**src/rtl/core/cfa_pkg.sv**
```systemverilog
package cfa_pkg;
  typedef enum logic [1:0] {
    ST_PLACED  = 2'd0,
    ST_COMPACT = 2'd1,
    ST_SKIP    = 2'd2,
    ST_FREED   = 2'd3
  } status_t;

  typedef enum logic [1:0] {
    FIT_NEXT  = 2'd0,
    FIT_BEST  = 2'd1,
    FIT_WORST = 2'd2
  } fit_t;

  localparam logic CMD_ALLOC = 1'b0;
  localparam logic CMD_FREE  = 1'b1;

  typedef enum logic [2:0] {
    S_IDLE, S_FREE, S_SCAN, S_CHECK, S_COMPACT, S_FILL, S_DONE
  } state_t;
endpackage

```
**src/rtl/core/cfa_cell.sv**
```systemverilog
// One frame entry of the owner chain.
module cfa_cell (
  input  logic       clk,
  input  logic       rst,
  input  logic       shift,
  input  logic       squeeze,
  input  logic       phase,
  input  logic       odd,
  input  logic [7:0] left_val,
  input  logic [7:0] right_val,
  output logic [7:0] val
);
  logic [7:0] val_next;
  logic       pair_left;

  // In a squeeze step the cell pairs with its right neighbor when its index
  // parity matches the phase, and with its left neighbor otherwise.
  assign pair_left = (odd == phase);

  always_comb begin
    val_next = val;
    if (shift) begin
      val_next = right_val;
    end else if (squeeze) begin
      // A free entry trades places with a used entry on its right.
      if (pair_left) begin
        if (val == '0 && right_val != '0) val_next = right_val;
      end else begin
        if (left_val == '0 && val != '0) val_next = '0;
      end
    end
  end

  always_ff @(posedge clk) begin
    if (rst) begin
      val <= '0;
    end else begin
      val <= val_next;
    end
  end
endmodule

```
**src/rtl/core/contiguous_frame_allocator_top.sv**
```systemverilog
// Frame allocator on a chain of N = NUM_FRAMES cells, one owner entry per cell.
// A free walks every frame in S_FREE, then S_DONE. An allocate scans in S_SCAN and decides in
// S_CHECK: place directly via S_FILL, compact in S_COMPACT then S_FILL, or skip to S_DONE.
// A rejected request goes straight to S_DONE. One request is in flight; each pass walks
// every frame once, and compaction needs N squeeze steps.
// Reset (rst, synchronous, high) frees every frame, clears the pointers, fit_mode = 0.
module contiguous_frame_allocator_top import cfa_pkg::*; #(
  parameter int NUM_FRAMES = 256
) (
  input  logic       clk,
  input  logic       rst,
  input  logic       cfg_valid,
  output logic       cfg_ready,
  input  logic [1:0] cfg_data,
  input  logic       in_valid,
  output logic       in_ready,
  input  logic       cmd,
  input  logic [7:0] owner,
  input  logic [8:0] size,
  output logic       out_valid,
  input  logic       out_ready,
  output logic [1:0] status,
  output logic [7:0] base,
  output logic [8:0] moved_frames,
  output logic [8:0] freed_frames
);
  localparam int CW = $clog2(NUM_FRAMES + 1);

  logic [1:0] fit_mode;
  state_t state, state_next;

  logic [7:0] ring [NUM_FRAMES];
  logic [7:0] head;
  logic [7:0] tail_in;
  logic       shift;
  logic       squeeze;
  logic       phase;

  logic [7:0]    r_owner;
  logic [CW-1:0] r_size;
  logic [CW-1:0] cnt;
  logic [CW-1:0] cnt_step;
  logic          last;
  logic [CW-1:0] used;
  logic [CW-1:0] nptr;
  logic [CW-1:0] run_len;
  logic [CW-1:0] run_len_inc;
  logic          seen_free;
  logic [CW-1:0] moved_cnt;
  logic          lo_found, hi_found, run_found;
  logic [CW-1:0] lo_at, hi_at, best_at, best_len;
  logic [CW-1:0] at;
  logic [CW-1:0] moved;
  logic [CW-1:0] freed;
  status_t       res_status;

  logic          reject;
  logic          clear_hit;
  logic          in_block;
  logic          fits_now;
  logic          run_end;
  logic          run_better;
  logic [CW-1:0] cand_at;
  logic [CW-1:0] run_start;
  logic          hit;
  logic [CW-1:0] hit_at;
  logic          room;

  genvar g;
  generate
    for (g = 0; g < NUM_FRAMES; g++) begin : g_cell
      logic [7:0] left_val;
      logic [7:0] right_val;
      if (g == 0) begin : g_first
        // Cell 0 has no left partner; a nonzero value keeps it from being cleared.
        assign left_val = 8'd1;
      end else begin : g_inner_l
        assign left_val = ring[g - 1];
      end
      if (g == NUM_FRAMES - 1) begin : g_last
        assign right_val = tail_in;
      end else begin : g_inner_r
        assign right_val = ring[g + 1];
      end
      cfa_cell u_cell (
        .clk(clk), .rst(rst), .shift(shift), .squeeze(squeeze), .phase(phase),
        .odd(1'(g % 2)), .left_val(left_val), .right_val(right_val), .val(ring[g])
      );
    end
  endgenerate

  // Every pass starts aligned, so cell 0 holds frame cnt during a pass.
  assign head        = ring[0];
  assign last        = (cnt == CW'(NUM_FRAMES - 1));
  assign cnt_step    = last ? '0 : cnt + CW'(1);
  assign run_len_inc = run_len + CW'(1);
  assign reject      = (owner == '0) || (size == '0) || (int'(size) > NUM_FRAMES);
  assign clear_hit   = (r_owner != '0) && (head == r_owner);
  assign in_block    = (cnt >= at) && (cnt < at + r_size);
  assign fits_now    = run_len_inc >= r_size;
  assign cand_at     = cnt + CW'(1) - r_size;
  assign run_start   = cnt + CW'(1) - run_len_inc;
  // A maximal free run ends here when the next frame is used or memory ends.
  assign run_end     = last || (ring[1] != '0);
  assign run_better  = !run_found || (fit_mode == FIT_BEST ? run_len_inc < best_len
                                                           : run_len_inc > best_len);
  assign hit         = (fit_mode == FIT_NEXT) ? (hi_found || lo_found) : run_found;
  assign hit_at      = (fit_mode == FIT_NEXT) ? (hi_found ? hi_at : lo_at) : best_at;
  assign room        = (CW'(NUM_FRAMES) - used) >= r_size;

  always_comb begin
    state_next = state;
    case (state)
      S_IDLE: begin
        if (in_valid) begin
          if (cmd == CMD_FREE) state_next = S_FREE;
          else if (reject) state_next = S_DONE;
          else state_next = S_SCAN;
        end
      end
      S_FREE:    if (last) state_next = S_DONE;
      S_SCAN:    if (last) state_next = S_CHECK;
      S_CHECK: begin
        if (hit) state_next = S_FILL;
        else if (room) state_next = S_COMPACT;
        else state_next = S_DONE;
      end
      S_COMPACT: if (last) state_next = S_FILL;
      S_FILL:    if (last) state_next = S_DONE;
      S_DONE:    if (out_ready) state_next = S_IDLE;
      default:   state_next = S_IDLE;
    endcase
  end

  always_comb begin
    shift     = 1'b0;
    squeeze   = 1'b0;
    tail_in   = '0;
    in_ready  = 1'b0;
    cfg_ready = 1'b0;
    out_valid = 1'b0;
    case (state)
      S_IDLE: begin
        in_ready  = 1'b1;
        cfg_ready = !in_valid;
      end
      S_FREE: begin
        shift   = 1'b1;
        tail_in = clear_hit ? '0 : head;
      end
      S_SCAN: begin
        shift   = 1'b1;
        tail_in = head;
      end
      S_COMPACT: squeeze = 1'b1;
      S_FILL: begin
        shift   = 1'b1;
        tail_in = in_block ? r_owner : head;
      end
      S_DONE: out_valid = 1'b1;
      default: ;
    endcase
  end

  always_ff @(posedge clk) begin
    if (rst) begin
      state      <= S_IDLE;
      fit_mode   <= '0;
      used       <= '0;
      nptr       <= '0;
      r_owner    <= '0;
      r_size     <= '0;
      cnt        <= '0;
      phase      <= 1'b0;
      run_len    <= '0;
      seen_free  <= 1'b0;
      moved_cnt  <= '0;
      lo_found   <= 1'b0;
      lo_at      <= '0;
      hi_found   <= 1'b0;
      hi_at      <= '0;
      run_found  <= 1'b0;
      best_len   <= '0;
      best_at    <= '0;
      at         <= '0;
      moved      <= '0;
      freed      <= '0;
      res_status <= ST_SKIP;
    end else begin
      state <= state_next;
      if (cfg_valid && cfg_ready) fit_mode <= cfg_data;
      case (state)
        S_IDLE: begin
          if (in_valid) begin
            r_owner    <= owner;
            r_size     <= CW'(size);
            cnt        <= '0;
            run_len    <= '0;
            seen_free  <= 1'b0;
            moved_cnt  <= '0;
            lo_found   <= 1'b0;
            hi_found   <= 1'b0;
            run_found  <= 1'b0;
            best_len   <= '0;
            at         <= '0;
            moved      <= '0;
            freed      <= '0;
            res_status <= (cmd == CMD_FREE) ? ST_FREED : ST_SKIP;
          end
        end
        S_FREE: begin
          cnt <= cnt_step;
          if (clear_hit) begin
            freed <= freed + CW'(1);
            used  <= used - CW'(1);
          end
        end
        S_SCAN: begin
          cnt <= cnt_step;
          if (head == '0) begin
            run_len   <= run_len_inc;
            seen_free <= 1'b1;
            if (fits_now && !lo_found) begin
              lo_found <= 1'b1;
              lo_at    <= cand_at;
            end
            if (fits_now && !hi_found && cand_at >= nptr) begin
              hi_found <= 1'b1;
              hi_at    <= cand_at;
            end
            if (run_end && fits_now && run_better) begin
              run_found <= 1'b1;
              best_len  <= run_len_inc;
              best_at   <= run_start;
            end
          end else begin
            run_len <= '0;
            // Used frames behind a free one change place if compaction runs.
            if (seen_free) moved_cnt <= moved_cnt + CW'(1);
          end
        end
        S_CHECK: begin
          phase <= 1'b0;
          if (hit) begin
            at         <= hit_at;
            res_status <= ST_PLACED;
          end else if (room) begin
            // After compaction the only free run starts right after the used frames.
            at         <= used;
            moved      <= moved_cnt;
            nptr       <= '0;
            res_status <= ST_COMPACT;
          end else begin
            res_status <= ST_SKIP;
          end
        end
        S_COMPACT: begin
          cnt   <= cnt_step;
          phase <= ~phase;
        end
        S_FILL: begin
          cnt <= cnt_step;
          if (last) begin
            used <= used + r_size;
            nptr <= at + r_size;
          end
        end
        default: ;
      endcase
    end
  end

  assign status       = res_status;
  assign base         = 8'(at);
  assign moved_frames = 9'(moved);
  assign freed_frames = 9'(freed);
endmodule

```
**config.mk**
```make
export PLATFORM = sky130hd
export DESIGN_NAME = contiguous_frame_allocator_top
export DESIGN_NICKNAME = d
export VERILOG_FILES = /design/src/rtl/core/cfa_pkg.sv /design/src/rtl/core/cfa_cell.sv /design/src/rtl/core/contiguous_frame_allocator_top.sv
export SDC_FILE = /design/constraint.sdc
export NUM_CORES = 2
export LEC_CHECK = 0
export BUFFER_PORTS_ARGS = -buffer_cell sky130_fd_sc_hd__buf_2
export CORE_UTILIZATION = 40
export CTS_BUF_LIST = sky130_fd_sc_hd__clkbuf_2
export CTS_CLUSTER_SIZE = 25
export DETAILED_ROUTE_END_ITERATION = 8
export GPL_TIMING_DRIVEN = 1
export SYNTH_ARGS = -nofsm -noshare
export SYNTH_HDL_FRONTEND = slang
export SYNTH_SLANG_ARGS = --single-unit
export TNS_END_PERCENT = 50
```
**constraint.sdc**
```tcl
create_clock -name clk -period 4.5 [get_ports clk]
set_input_delay 0.225 -clock clk [delete_from_list [all_inputs] [get_ports clk]]
set_output_delay 0.225 -clock clk [all_outputs]
set_load 0.05 [all_outputs]
```
### Word-level counts from Yosys, hierarchy flattened

Cells that the tools add are included.

* register bits: 2185
* bits in latches: 0
* memory bits (writable): 0
* memory bits (read-only): 0
* input bits: 25
* output and inout port bits: 31
* logic and storage cells: 3000
* memories: 0

* add/sub/neg operators: 10
* multipliers: 0
* divide/modulo/power cells: 0
* $lt $le $gt $ge: 8
* eq/ne operators: 154
* shift-type cells: 0
* multiplexer cells: 1345
* bitwise logic cells: 1
* reduce and logical (&&, ||, !) cells: 1204

Operator list (number)
* 2-to-1 mux 8 bit: 1281
* zero test 8 bit: 257
* nonzero test 8 bit: 257
* AND reduction 3 bit: 263
* inequality test 3 x 1 -> 1 bit (second input constant): 128
* nonzero test 3 bit: 128
* logical AND 1 bit: 264
* 2-to-1 mux 9 bit: 19
* one-hot mux 9 bit (2 select lines): 9
* adder 9 x 1 -> 9 bit (second input constant): 4
* >= comparator 9 bit: 4
* inequality test 2 bit (second input constant): 14
* one-hot mux 8 bit (3 select lines): 1
* AND reduction 4 bit: 6
* 2-to-1 mux 3 bit: 7
* adder 9 bit: 2
* less-than comparator 9 bit: 2
* one-hot mux 3 bit (6 select lines): 1
* nonzero test 2 bit: 9
* subtractor 9 bit: 2
* 2-to-1 mux 1 bit: 16
* 2-to-1 mux 2 bit: 5
* one-hot mux 1 bit (2 select lines): 5
* equality test 3 bit (second input constant): 3
* other kinds (23): 35

### Depth between registers and ports, before layout

* word-level depth: 11
* gate-level depth with buffers: 17
* gate-level depth less buffers: 17

### By module

From an unflattened synthesis, not the netlist that was laid out.

* cells, all modules: 10853
* area, all modules: 113845.4 sq um

By module, submodules not included
* cfa_cell: instances 256, cells each 38, area each 409.1 sq um, sequential area each 160.2 sq um
* contiguous_frame_allocator_top: instances 1, cells each 1125, area each 9105.0 sq um, sequential area each 2742.6 sq um

### Least setup slack after synthesis

OpenSTA, ideal clock, no wires.

* path type: reg2reg
* start: register cnt[0]
* end: register hi_at[1]
* arrival: 3430 ps
* required time: 4372 ps
* setup slack: 943 ps
* stages on the path, launching flop included: 18
* buffers on the path: 1
* cells stage by stage: dfxtp_1 ha_1 and3_1 xor2_1 ha_1 and3_1 a21oi_1 nand2_1 nor2_1 xnor2_1 ha_1 a21o_1 a2111oi_0 o21ai_0 nand3_1 buf_2 mux2i_1 nor2_1

* word-level cells in the longest chain between the ends: 5

RTL lines
* from (decl): RTL line contiguous_frame_allocator_top.sv:41 `logic [CW-1:0] cnt;`
* from (signal assigned): RTL line contiguous_frame_allocator_top.sv:212 `cnt <= cnt_step;`
* from (signal assigned): RTL line contiguous_frame_allocator_top.sv:219 `cnt <= cnt_step;`
* from (signal assigned): RTL line contiguous_frame_allocator_top.sv:258 `cnt <= cnt_step;`
* adder 9 x 1 -> 9 bit: RTL line contiguous_frame_allocator_top.sv:101 `assign cand_at = cnt + CW'(1) - r_size;`
* subtractor 9 bit: RTL line contiguous_frame_allocator_top.sv:101
* named net cand_at[5]: RTL line contiguous_frame_allocator_top.sv:63 `logic [CW-1:0] cand_at;`
* >= comparator 9 bit: RTL line contiguous_frame_allocator_top.sv:227 `if (fits_now && !hi_found && cand_at >= nptr) begin`
* logical AND 1 bit: RTL line contiguous_frame_allocator_top.sv:227
* AND reduction 3 bit (no line)
* to (signal assigned): RTL line contiguous_frame_allocator_top.sv:229 `hi_at <= cand_at;`
* to (decl): RTL line contiguous_frame_allocator_top.sv:51 `logic [CW-1:0] lo_at, hi_at, best_at, best_len;`

The timed path passes the listed nets, and every way through them passes these cells.
A chain may end at the register's enable or synchronous reset.

### Worst setup path in the final report

* start: register cnt[0]
* end: register state[2]

* word-level cells in the longest chain between the ends: 3

RTL lines
* equality test 9 x 8 -> 1 bit (*): RTL line contiguous_frame_allocator_top.sv:94 `assign last = (cnt == CW'(NUM_FRAMES - 1));`
* inequality test 2 bit (no line) or inequality test 2 x 1 -> 1 bit (tied branches)
* AND reduction 5 bit (no line) (*)
* to (signal assigned): RTL line contiguous_frame_allocator_top.sv:190 `state <= state_next;`
* to (decl): RTL line contiguous_frame_allocator_top.sv:30 `state_t state, state_next;`

Every way passes the cells marked *; elsewhere a longest branch is shown, timed or not.

==> summary.txt <==
Outcome
  • Outcome: completed

Placed design
  • Placer congestion estimate: 0.855
  • Hpwl dp: 134 mm
  • Port bufs: 55

STA
  • Pins Over Slew Limit: 0
  • Fin crit period: 4120 ps
  • Final Hold Fails: 0
  • Peak Freq: 0.243 GHz
  • Sum Neg Setup Slack: 0 ps
  • Setup violations, final: 0
  • Slew HR: 18.1%
  • Period utilization: 91.5%
  • RSZ-0062 raised after global routing: no
  • Slew @ Worst Pin: 1230 ps
  • Final Skew: 111 ps

Clock network
  • CTS tree: built
  • Clk sinks: 2185
  • Clk pin slew, worst setup/hold paths: 110 ps
  • H-tree Lvls: 6
  • Clock buffer depth: 4
  • Post-CTS Resized: 0
  • Worst-Skew Late Latency: 1760 ps
  • CTS buffer count: 586
  • CTS root buf: clkbuf_2

Floorplanning
  • Die height: 470 um
  • Initial Util: 40.3%
  • Chip Width: 470 um
  • Core area: 218000 sq um
  • Die area: 221000 sq um
  • Row count: 171
  • # IOs: 56

Setup path
  • Critical path launch point type: flip-flop
  • Worst setup startpoint: cnt[0]
  • Crit end category: flip-flop
  • CP Max Fanout: 10
  • Worst Path Arrival: 5830 ps
  • Req. time, crit path: 6210 ps
  • Worst r2r src: cnt[0]
  • Crit path kind: flip-flop to flip-flop

Synth
  • Commonest cells in the netlist: dfxtp_1, nor2_1, nand2_1, a22oi_1, a21oi_1
  • Post-synth top flop: dfxtp_1
  • Area contributors post-synth: dfxtp_1, a22oi_1, nor2_1
  • Synth Cell Area: 87700 sq um
  • Seq/Total Area, Yosys: 49.9%
  • Area leader, netlist: dfxtp_1
  • Post-synth EDFFs: 0
  • Ys async rst share: 0%
  • Synth Instances: 10271
  • Total nets after synthesis: 10392
  • Syn. warnings: 0
  • Unique masters post-synth: 71
  • Count leader, synth: dfxtp_1
  • Register bit count reported by yosys: 2185
  • Yosys top cell area share: 49.9%
  • Post-Synthesis Mean Instance Area: 8.54 sq um

Power and ir drop
  • VDD IR max: 0.615 mV
  • Leakage: 34.7 nW
  • Power Total: 49.3 mW
  • Pwr dens: 515 nW/um^2

GRT
  • Largest net degree at the start of global routing: 249
  • Global-route wire length before repair: 367 mm
  • Initial antenna violation count: 5
  • GRT overflow: 0
  • Vias in the first global route: 75162
  • GR Util All Layers: 19.0%

Drt
  • Wire length per cell: 15.8 um
  • ANT nets after route: 0
  • DR vias: 77216
  • Total routed wirelength: 217 mm
  • DR vias/cell: 5.64
  • Starting DRC count in detailed routing: 5066
  • DRT Pass-1 Iters: 6
  • Residual DRC: 0

Final layout
  • Area of the multi-input gates: 40900 sq um
  • Post-layout nets: 10573
  • Share of cells above drive strength 1: 11.4%
  • Area growth syn-to-layout: 9.16%
  • # fillers: 21769
  • FF/Latch Area: 43700 sq um

Hold path
  • Hold Path Class: input pin to flip-flop
  • HP Start: in_valid

Flow run
  • Max Cap Violations: 0
timing repair:
item / in CTS / in global routing
setup buffers: 0 / 0
hold endpoints to repair: 2185 / 0
hold buffers: 98 / 0
setup endpoints to repair: 0 / 0
critical path: stages (launching register included):
cell and delay (ps):
dfxtp_1 480, ha_1 230, and3_1 210, and3_1 270, nand3_1 140, inv_1 90
ha_1 140, buf_4 190, mux2i_1 100, a221oi_1 600, o21ai_0 190, dlygate4sd3_1 600
a221oi_1 260, dlygate4sd3_1 590
power by group:
part / leakage [nW] / internal (mW) / switching [mW]
registers: 17.6 / 19.4 / 0.165
clock network: 3.85 / 5.32 / 8.04
logic: 13.3 / 3.19 / 13.2
total: 34.7 / 27.9 / 21.4
path summary, 6_finish.rpt:
check / end / slack [ps] / cells after the start
worst min-delay path: moved_cnt[7] / 400 / 6
worst min register to register: g_cell[254].u_cell.val[5] / 430 / 2
worst max register to register: state[2] / 380 / 13
worst max-delay path: state[2] / 380 / 13
layer usage:
layer  GRT usage, %  part of all wire [%]  up-vias
li1               -                     -    38575
met1           25.3                    48    36687
met2           30.4                    46     1575
met3           3.44                   4.6      379
met4           7.02                   2.2        0
met5              0                     0        -
registers in the layout, summed over array words and instances, names as in the netlist:
name               flops
g_cell.u_cell.val   2048
at                     9
best_at                9
best_len               9
cnt                    9
freed_frames           9
hi_at                  9
lo_at                  9
moved_cnt              9
moved_frames           9
nptr                   9
r_size                 9
run_len                9
used                   9
r_owner                8
state                  3
fit_mode               2
status                 2
hi_found               1
lo_found               1
phase                  1
run_found              1
seen_free              1
layout make-up:
| class | count | share of cell area [%] |
|---|---|---|
| clock buffer | 851 | 4.45 |
| antenna | 8 | 0.0209 |
| inverter | 63 | 0.247 |
| timing repair buffer | 244 | 2.48 |
| clock inverter | 118 | 0.649 |
| multi-input combinational | 7372 | 42.7 |
| sequential | 2185 | 45.7 |
| tap | 2854 | 3.73 |
kinds of logic (layout without fill, tap and decap cells):
group,count (synthesis),after routing,synth area share (%)
AOI/OAI and AO/OA,2554,2554,18.9
xor gates and xnor gates,68,68,0.679
adders and majority gates,96,96,1.40
buffers and inverters,714,1276,3.52
DFF,2185,2185,49.9
muxes,46,46,0.526
other,0,8,0
and+or+nand+nor,4608,4608,25.1
cell usage in the layout (no fill, tap or decap), types with 48 or more instances in the layout:
master	instances
and2_1	72
nand2_1	1366
inv_1	62
o21ai_0	48
buf_2	54
buf_4	60
a21oi_1	1075
nand4_1	909
ha_1	92
or4_1	259
nor4_1	265
nor2_1	1518
clkinv_1	86
dfxtp_1	2185
dlygate4sd3_1	96
a22oi_1	1139
o21ai_2	103
nand3_1	51
clkbuf_2	851
a21oi_2	48
metrics by stage:
step / instances / setup slack (ps) / cell area [sq um] / utilization [%] / hold slack [ps]
global placement: 12620 / 451 / 89800 / 41.3 / 445
detailed placement: 12620 / 496 / 89800 / 41.3 / 451
CTS: 13687 / 483 / 95700 / 44.0 / 49.0
global route: 13694 / 78.4 / 95700 / 44.0 / 215
finish: 13695 / 383 / 95700 / 44.0 / 401
floorplan: 10271 / 943 / 87700 / - / 361
No activity file was read; power rests on OpenSTA's default activity.
